==> src/sv/dqc_pkg.sv <==
// ----------------------------------------------------------------------------
// dqc_pkg
// Types and constants shared by the dual quadrature counter core.
// ----------------------------------------------------------------------------
package dqc_pkg;

  localparam int unsigned CfgIdxW = 1;

  localparam logic [CfgIdxW-1:0] CfgLeftInvert  = 1'd0;
  localparam logic [CfgIdxW-1:0] CfgRightInvert = 1'd1;

  localparam logic LeftInvertRst  = 1'b0;
  localparam logic RightInvertRst = 1'b1;

  typedef struct packed {
    logic left_a;
    logic left_b;
    logic right_a;
    logic right_b;
    logic clear_counts;
    logic take_left_delta;
    logic take_right_delta;
  } dqc_in_t;

  typedef struct packed {
    logic signed [31:0] left_total;
    logic signed [31:0] right_total;
    logic signed [31:0] left_change;
    logic signed [31:0] right_change;
  } dqc_out_t;

endpackage

==> src/sv/dual_quadrature_counter_core.sv <==
// ----------------------------------------------------------------------------
// dual_quadrature_counter_core
// Two-wheel quadrature counter at 2x resolution with delta marks.
// ----------------------------------------------------------------------------
// One sample beat is taken per clock. The position, mark and previous-B
// registers are updated at the input handshake, and the result beat is
// loaded into an output register the same cycle, so a new beat can enter
// every cycle while the output register is empty or being drained. Only a
// stalled, full output register holds off input. The longest path per
// wheel is one increment followed by the delta subtract. Counts are
// COUNT_BITS wide, wrap, and are sign-extended or cut to the 32-bit
// result fields.
module dual_quadrature_counter_core #(
  parameter int unsigned COUNT_BITS = 32
) (
  input  logic                      clk_i,
  input  logic                      rst_ni,

  input  logic                      cfg_we_i,
  input  logic [dqc_pkg::CfgIdxW-1:0] cfg_idx_i,
  input  logic                      cfg_wdata_i,

  input  logic                      in_valid_i,
  output logic                      in_stall_o,
  input  dqc_pkg::dqc_in_t          in_data_i,

  output logic                      out_valid_o,
  input  logic                      out_stall_i,
  output dqc_pkg::dqc_out_t         out_data_o
);
  import dqc_pkg::*;

  typedef logic signed [COUNT_BITS-1:0] cnt_t;

  logic     left_inv_q, right_inv_q;
  logic     prev_lb_q, prev_rb_q;
  cnt_t     lpos_q, rpos_q, lmark_q, rmark_q;
  cnt_t     lpos_d, rpos_d, lmark_d, rmark_d;
  cnt_t     lchg, rchg;
  logic     out_valid_q;
  dqc_out_t out_data_q, out_data_d;
  logic     in_acc;

  function automatic cnt_t wheel_step(cnt_t pos, logic a, logic b, logic pb,
                                      logic inv);
    cnt_t r;
    r = pos;
    if (b != pb) begin
      if ((a != b) ^ inv) begin
        r = pos + cnt_t'(1);
      end else begin
        r = pos - cnt_t'(1);
      end
    end
    return r;
  endfunction

  assign in_stall_o = out_valid_q && out_stall_i;
  assign in_acc     = in_valid_i && !in_stall_o;

  always_comb begin
    if (in_data_i.clear_counts) begin
      lpos_d  = '0;
      rpos_d  = '0;
      lmark_d = '0;
      rmark_d = '0;
    end else begin
      lpos_d  = wheel_step(lpos_q, in_data_i.left_a, in_data_i.left_b,
                           prev_lb_q, left_inv_q);
      rpos_d  = wheel_step(rpos_q, in_data_i.right_a, in_data_i.right_b,
                           prev_rb_q, right_inv_q);
      lmark_d = lmark_q;
      rmark_d = rmark_q;
    end
    lchg = '0;
    rchg = '0;
    if (in_data_i.take_left_delta) begin
      lchg    = lpos_d - lmark_d;
      lmark_d = lpos_d;
    end
    if (in_data_i.take_right_delta) begin
      rchg    = rpos_d - rmark_d;
      rmark_d = rpos_d;
    end
    out_data_d.left_total   = 32'(lpos_d);
    out_data_d.right_total  = 32'(rpos_d);
    out_data_d.left_change  = 32'(lchg);
    out_data_d.right_change = 32'(rchg);
  end

  always_ff @(posedge clk_i or negedge rst_ni) begin
    if (!rst_ni) begin
      left_inv_q  <= LeftInvertRst;
      right_inv_q <= RightInvertRst;
      prev_lb_q   <= 1'b0;
      prev_rb_q   <= 1'b0;
      lpos_q      <= '0;
      rpos_q      <= '0;
      lmark_q     <= '0;
      rmark_q     <= '0;
      out_valid_q <= 1'b0;
    end else begin
      if (cfg_we_i) begin
        if (cfg_idx_i == CfgLeftInvert) begin
          left_inv_q <= cfg_wdata_i;
        end
        if (cfg_idx_i == CfgRightInvert) begin
          right_inv_q <= cfg_wdata_i;
        end
      end
      if (in_acc) begin
        prev_lb_q   <= in_data_i.left_b;
        prev_rb_q   <= in_data_i.right_b;
        lpos_q      <= lpos_d;
        rpos_q      <= rpos_d;
        lmark_q     <= lmark_d;
        rmark_q     <= rmark_d;
        out_valid_q <= 1'b1;
      end else if (!out_stall_i) begin
        out_valid_q <= 1'b0;
      end
    end
  end

  always_ff @(posedge clk_i) begin
    if (in_acc) begin
      out_data_q <= out_data_d;
    end
  end

  assign out_valid_o = out_valid_q;
  assign out_data_o  = out_data_q;

  // clear zeroes both totals of the resulting beat
  a_clear_zero: assert property (@(posedge clk_i) disable iff (!rst_ni)
    in_acc && in_data_i.clear_counts |=>
      out_valid_o && out_data_o.left_total == 0 && out_data_o.right_total == 0)
    else $error("clear did not zero totals");

  // no take means zero change fields
  a_no_take_zero: assert property (@(posedge clk_i) disable iff (!rst_ni)
    in_acc && !in_data_i.take_left_delta && !in_data_i.take_right_delta |=>
      out_data_o.left_change == 0 && out_data_o.right_change == 0)
    else $error("change reported without take");

  // without a B edge or clear the left position holds
  a_left_hold: assert property (@(posedge clk_i) disable iff (!rst_ni)
    in_acc && !in_data_i.clear_counts && in_data_i.left_b == prev_lb_q |=>
      lpos_q == $past(lpos_q))
    else $error("left position moved without edge");

  // a taken delta leaves the mark at the position
  a_mark_follow: assert property (@(posedge clk_i) disable iff (!rst_ni)
    in_acc && in_data_i.take_right_delta |=> rmark_q == rpos_q)
    else $error("right mark not moved on take");

endmodule
==> config.mk <==
export PLATFORM = sky130hd
export DESIGN_NAME = dual_quadrature_counter_core
export DESIGN_NICKNAME = d
export VERILOG_FILES = /design/src/sv/dqc_pkg.sv /design/src/sv/dual_quadrature_counter_core.sv
export SDC_FILE = /design/constraint.sdc
export NUM_CORES = 1
export LEC_CHECK = 0
export ABC_AREA = 1
export ABC_CLOCK_PERIOD_IN_PS = 6200
export BUFFER_PORTS_ARGS = -buffer_cell sky130_fd_sc_hd__buf_2
export CAP_MARGIN = 30
export CORE_MARGIN = 2
export CORE_UTILIZATION = 30
export DETAILED_ROUTE_END_ITERATION = 12
export PLACE_DENSITY = 0.5
export SLEW_MARGIN = 25
export SYNTH_ARGS = -nofsm -noshare
export SYNTH_HDL_FRONTEND = slang
export SYNTH_SLANG_ARGS = --single-unit
==> constraint.sdc <==
create_clock -name clk_i -period 6.2 [get_ports clk_i]
set_input_delay 0.31 -clock clk_i [delete_from_list [all_inputs] [get_ports clk_i]]
set_output_delay 0.31 -clock clk_i [all_outputs]
set_load 0.005 [all_outputs]
==> results.toml, run 1 <==
[clocking]
cts_max_level = 1
holdBufCountCts = 7
cts_root_buf = "clkbuf_16"
cts_buffers = 31
cts.sinks = 261
cts_tree = "built"
clk_latency_ps = 600
clk_pin_slew_ps = 60
post_cts_buffers = 0
clock_path_buffers = 3
ctsResizeCount = 0

[finish]
syn_to_final_growth_pct = 13.94
drive_above_1_share_pct = 12.30
num_antenna_cells = 0
final_cell_mix = "nand2_1 (770), inv_1 (311), a21oi_1 (230), o21ai_0 (202), nor2_1 (167)"
final_common_cell = "nand2_1"
multiInputGateArea_mm2 = 0.009623
seq_area_mm2 = 0.007173
fillers = 6556
final_nets = 2778

[synthesis]
syn_area_mm2 = 0.01849
ys_seq_area_share_pct = 38.79
synth_nets = 2665
syn_inst = 2585
synth_top_area_cell = "edfxtp_1"
ys_types = 56
yosys_warnings = 0
syn_area_per_cell_um2 = 7.154
netlist.area_leader.share_pct = 20.78
ys_ff_latch = 261
synth.area.top_cells = "edfxtp_1 (21%), dfrtp_1 (18%), nand2_1 (16%)"

[timing]
fmax_mhz = 196.9
skew_ps = 16.06
hold_viol_final = 0
finalCritPeriodShare_pct = 81.90
slew_headroom_pct = 37.92
fin_tns_setup_ps = 0
rsz0062_at_grt = "no"
slew_violations = 0
setup_viol = 0
period_minus_slack_ps = 5078
worst_pin_slew_ps = 931.2

[placed_design]
dp_hpwl_um = 45710
io_buffers = 143
gp_congestion = 0.9180

[critical_path]
start_kind = "flip-flop"
crit_fanout = 42
arrival_ps = 5520
crit_path_top_delay_cell = "dfstp_2"
critPathKind = "reg -> reg"
critPathRequiredTime_ps = 6640
crit_top_cell = "nand2_1"
max_stage_delay_ps = 570
cp_cell_sequence = "nand3_2 -> nand2_4 -> nand2_1 -> nand2_1 -> o21bai_2 -> nand2_1 -> nand2_2 -> o21ai_0 -> a21oi_1 -> a211oi_1 -> ha_1 -> a21oi_1 -> o21ai_0 -> nand2_1 -> nand2_1 -> a21oi_1 -> inv_1 -> nand2_1 -> nand2_1 -> a21boi_0 -> o21ai_0 -> a21boi_0 -> o21ai_0 -> a21oi_1"
end_kind = "flip-flop"

[floorplanning]
die_w_um = 252.3
initial_core_util_pct = 30.14
std_cell_rows = 91
die_h_um = 252.3
ioPinCount = 144
core_area_mm2 = 0.06137
die_area_mm2 = 0.06365

[route]
dr.pass1.iters = 7
ant_nets = 0
wl_um = 61560
drt_iter0_markers = 1384
viasPerCell = 5.037
route.vias.total = 17700
wire_per_inst_um = 17.52
drc = 0

[grt]
grt_overflow_total = 0
antenna_found_initial = 0
grt_pass1_vias = 16640
grt_max_degree = 165
grtUsageTotal_pct = 19.01
grt_pass1_wl_um = 95880

[hold_path]
hold_path_class = "in -> reg"

[pwr]
leakage_nw = 10.30
total_power_mw = 7.736
vdd_drop_max_v = 0.0002141
p_per_area_mw_per_mm2 = 367.1

[status]
status = "completed"

[run]
maxCapViolCount = 0
-- Yosys cell counts, drive strengths merged --
master    n
o41ai    28
o21bai    7
xor2     16
nand3b    7
nor4      8
nor2    181
clkbuf   64
o22ai     3
xnor2     1
and3      3
o221ai    3
a41oi    20
nand2   821
edfxtp  128
nand4    15
o21a     21
nor3     19
fa        2
nand3   133
a21boi    9
dfstp     1
or2       4
a211oi   10
o221a     1
o311ai    1
o211ai    3
a21o      2
o21ai   259
a31oi    14
dfrtp   132
o31ai     4
a221oi    4
buf      27
inv     337
a21oi   232
a311oi    1
ha       64
-- layout make-up --
| class | instances | area share (%) |
|---|---|---|
| inverters | 337 | 6.045 |
| clock buffers | 38 | 3.901 |
| multi-input cells | 1896 | 45.67 |
| well taps | 790 | 4.691 |
| repair buffers | 171 | 4.626 |
| flip-flops and latches | 261 | 34.04 |
| clock inverters | 20 | 1.027 |
-- state kept, by name (all words and copies together), names as in the netlist --
name         count
out_valid_o      1
lpos_q          32
right_inv_q      1
out_data_o     128
prev_lb_q        1
prev_rb_q        1
lmark_q         32
rpos_q          32
left_inv_q       1
rmark_q         32
-- metal layers --
layer | GRT usage [%] | wire, um
met1 | 24.49 | 26910
met5 | 0 | 0
met4 | 4.480 | 1529
met3 | 1.843 | 2472
met2 | 34.18 | 30650
-- final timing paths --
| kind | from | to | slack (ps) | depth (start not counted) |
|---|---|---|---|---|
| setup / recovery | right_inv_q | out_data_o[26] | 1120 | 24 |
| hold / removal | in_data_i[5] | prev_lb_q | 60 | 3 |
| setup reg to reg | right_inv_q | out_data_o[26] | 1120 | 24 |
| hold reg to reg | rmark_q[25] | rmark_q[25] | 480 | 2 |
| max in group asynchronous | rst_ni | rmark_q[25] | 4940 | 3 |
| min in group asynchronous | rst_ni | lpos_q[26] | 140 | 2 |
-- per-stage QoR --
step | cell area, um^2 | instances | util, % | worst slack (ps) | hold slack, ps
4_1_cts | 21070 | 3513 | 34.34 | 1100 | 15.38
3_3_place_gp | 19940 | 3447 | 32.49 | 1201 | 184.0
2_1_floorplan | 18490 | 2585 | - | 1345 | 14.41
3_5_place_dp | 19960 | 3448 | 32.53 | 1110 | 185.3
5_1_grt | 21070 | 3513 | 34.34 | 585.8 | 59.08
6_report | 21070 | 3513 | 34.34 | 1122 | 56.57
-- cells by family (layout without fill, tap and decap cells) --
logic type | count (synthesis) | in the layout | share of synthesized area, %
adder cells (fa/ha/maj) | 66 | 66 | 4.546
flip-flops | 261 | 261 | 38.79
AO/OA/AOI/OAI | 622 | 622 | 19.00
AND/OR/NAND/NOR | 1191 | 1191 | 27.39
buffers and inverters | 428 | 566 | 9.221
XOR/XNOR | 17 | 17 | 1.049
-- power by group --
group	leakage [nW]	total (mW)	switching (mW)	internal (mW)
Combinational	6.83	3.45	2.34	1.10
Clock	0.498	1.89	0.784	1.11
Sequential	2.97	2.40	0.231	2.17
-- worst max-delay path, delay by kind of cell, from the launching register on --
family	cells	cell delay [ps]
AOI/OAI and AO/OA	12	2560
buffers and inverters	1	110
adders and majority gates	1	400
DFF	1	570
and+or+nand+nor	10	1300
Note: power is estimated with default switching activity, not from simulation.
==> run 2: changes to the inputs <==
--- a/config.mk
+++ b/config.mk
@@ -5,8 +5,8 @@
 export SDC_FILE = /design/constraint.sdc
 export NUM_CORES = 1
 export LEC_CHECK = 0
-export ABC_AREA = 1
-export ABC_CLOCK_PERIOD_IN_PS = 6200
+export ABC_AREA = 0
+export ABC_CLOCK_PERIOD_IN_PS = 4700
 export BUFFER_PORTS_ARGS = -buffer_cell sky130_fd_sc_hd__buf_2
 export CAP_MARGIN = 30
 export CORE_MARGIN = 2
==> constraint.sdc (replaced) <==
create_clock -name clk_i -period 4.7 [get_ports clk_i]
set_input_delay 0.235 -clock clk_i [delete_from_list [all_inputs] [get_ports clk_i]]
set_output_delay 0.235 -clock clk_i [all_outputs]
set_load 0.005 [all_outputs]
==> results.toml, run 2 <==
[status]
status = "finished with violations"
violations = "setup timing"

[timing]
slew_headroom_pct = 45.35
setup_viol = 3
finalCritPeriodShare_pct = 101.2
worst_pin_slew_ps = 819.7
fmax_mhz = 210.2
slew_violations = 0
fin_tns_setup_ps = -115.1
setup_ws_ps = -58.23
skew_ps = 7.555
rsz0062_at_grt = "yes"
period_minus_slack_ps = 4758
hold_viol_final = 0

[synthesis]
syn_inst = 1748
synth_top_area_cell = "edfxtp_1"
synth_fa_ha_area_share_pct = 5.264
netlist.area_leader.share_pct = 24.07
synth_compound_area_share_pct = 16.44
ys_types = 85
synth_xor_area_share_pct = 6.298
synth_nets = 1828
yosys.area_share.simple_pct = 21.39
synth_top_family_by_area = "simple AND/OR/NAND/NOR gates"
synthFlopType = "dfrtp_1"
syn_area_per_cell_um2 = 9.137
ys_seq_area_share_pct = 44.91
synth.area.top_cells = "edfxtp_1 (24%), dfrtp_1 (21%), nand2_1 (7.1%)"
synth-edff-count = 128
syn_area_mm2 = 0.01597
synthMuxAreaShare_pct = 2.327
synthTopCellsByCount = "nand2_1 (300), nor2_1 (166), dfrtp_1 (132)"
synth.most_common_cell = "nand2_1"
synthArstFlopShare_pct = 50.96
yosys_warnings = 0
ys_ff_latch = 261

[finish]
post-route-util_pct = 39.97
final_nets = 2184
largest_register_ff_count = 128
final_cell_mix = "nand2_1 (299), buf_4 (281), nor2_1 (156), buf_2 (141), dfrtp_1 (132)"
multiInputGateArea_mm2 = 0.008761
seq_area_mm2 = 0.007173
fillers = 5303
drive_above_1_share_pct = 27.73
num_antenna_cells = 0
final_common_cell = "nand2_1"
design_area_mm2 = 0.02101
syn_to_final_growth_pct = 31.52

[critical_path]
crit_fanout = 3
critPathKind = "reg -> reg"
critPathRequiredTime_ps = 5130
arrival_ps = 5190
max_stage_delay_ps = 540
cp_cell_sequence = "xor3_1 -> xnor2_1 -> ha_2 -> nor3_4 -> buf_4 -> a41oi_4 -> o21ai_2 -> xnor2_1 -> nand2_1 -> xor2_1 -> nor2_2 -> ha_4 -> o21ai_1 -> or2_4 -> or3_4 -> o211ai_1 -> a31oi_2 -> a21oi_2 -> nand3_2 -> a211o_1 -> a21oi_2"
start_kind = "flip-flop"
crit_path_top_delay_cell = "dfstp_2"
reg2regPathDepth = 21
end_kind = "flip-flop"

[floorplanning]
core_area_mm2 = 0.05255
ioPinCount = 144
initial_core_util_pct = 30.39
die_area_mm2 = 0.05510
die_w_um = 234.7
std_cell_rows = 84
die_h_um = 234.7

[grt]
grtUsageTotal_pct = 17.90
grt_overflow_total = 0
grt_pass1_vias = 13990
antenna_found_initial = 1
grt_max_degree = 76
grt_pass1_wl_um = 80600

[route]
ant_nets = 0
drt_iter0_markers = 1029
wire_per_inst_um = 17.86
dr.pass1.iters = 5
drc = 0
wl_um = 50290
viasPerCell = 5.090
route.vias.total = 14330

[placed_design]
dp_hpwl_um = 37270
placed_cell_area_mm2 = 0.01944
gp_congestion = 0.8661
io_buffers = 143

[clocking]
cts_tree = "built"
clk_latency_ps = 580
cts.sinks = 261
cts_root_buf = "clkbuf_16"
cts_max_level = 1
cts_buffers = 31
clk_pin_slew_ps = 60
clock_path_buffers = 3

[run]
maxCapViolCount = 0

[pwr]
vdd_drop_max_v = 0.0002747
leakage_nw = 9.153
p_per_area_mw_per_mm2 = 753.0

[hold_path]
whs_path_depth = 4
hold_path_class = "in -> reg"
run 2: path summary, 6_finish.rpt:
| check | start | end | slack [ps] |
|---|---|---|---|
| max | right_inv_q | out_data_o[31] | -60 |
| min | in_data_i[5] | prev_lb_q | 40 |
| max reg2reg | right_inv_q | out_data_o[31] | -60 |
| min reg2reg | lmark_q[0] | lmark_q[0] | 470 |
| max in group asynchronous | rst_ni | rmark_q[6] | 3630 |
| min in group asynchronous | rst_ni | rmark_q[2] | 160 |
run 2: metal layers:
metal	track usage (%)	up-vias	part of all wire (%)
li1	-	7008	-
met1	27.80	6972	52
met2	26.93	309	43
met3	1.786	43	4.1
met4	3.241	2	1.2
met5	0	-	0.032
run 2: where the power goes:
part	internal (mW)	leakage, nW	switching (mW)
clock network	1.60	0.525	1.01
logic	4.64	5.60	4.80
registers	3.25	3.03	0.523
total	9.49	9.15	6.33
run 2: logic make-up (layout without fill, tap and decap cells):
logic type | after synthesis | in the layout
xor gates and xnor gates | 108 | 108
and+or+nand+nor | 735 | 735
AOI/OAI and AO/OA | 399 | 399
muxes | 36 | 36
buffers and inverters | 143 | 523
adders and majority gates | 66 | 66
DFF | 261 | 261
run 2: repair_timing:
action                                  4_1_cts  5_1_grt
pin swaps                                    29       24
endpoints found under the setup margin       18       30
hold endpoints to repair                     43        0
hold buffers                                  4        0
setup buffers                                 9        4
resized for setup                            23       43
run 2: final cells by class:
type                            instances  area share, %
Timing Repair Buffer                  433          14.21
Multi-Input combinational cell       1344          41.71
Clock inverter                         20          1.358
Sequential cell                       261          34.15
Clock buffer                           37          3.848
Inverter                               33         0.6254
Tap cell                              688          4.098
run 2: stage by stage:
step	std cells	setup WS, ps	power (mW)	hold WS (ps)
after global routing	2816	-329.3	17.05	46.90
final	2816	-58.23	15.82	40.31
after floorplan	1748	-341.8	9.046	-60.59
after detailed placement	2742	-225.9	12.66	218.9
after CTS	2812	-32.97	15.59	7.422
after global placement	2741	-219.8	12.61	430.5
run 2: worst max-delay path: cells and delay by family, from the launching register on:
kind	cells	cell delay, ps
xor gates and xnor gates	4	720
adders and majority gates	2	540
buffers and inverters	1	150
and+or+nand+nor	6	1090
AOI/OAI and AO/OA	8	1570
DFF	1	540
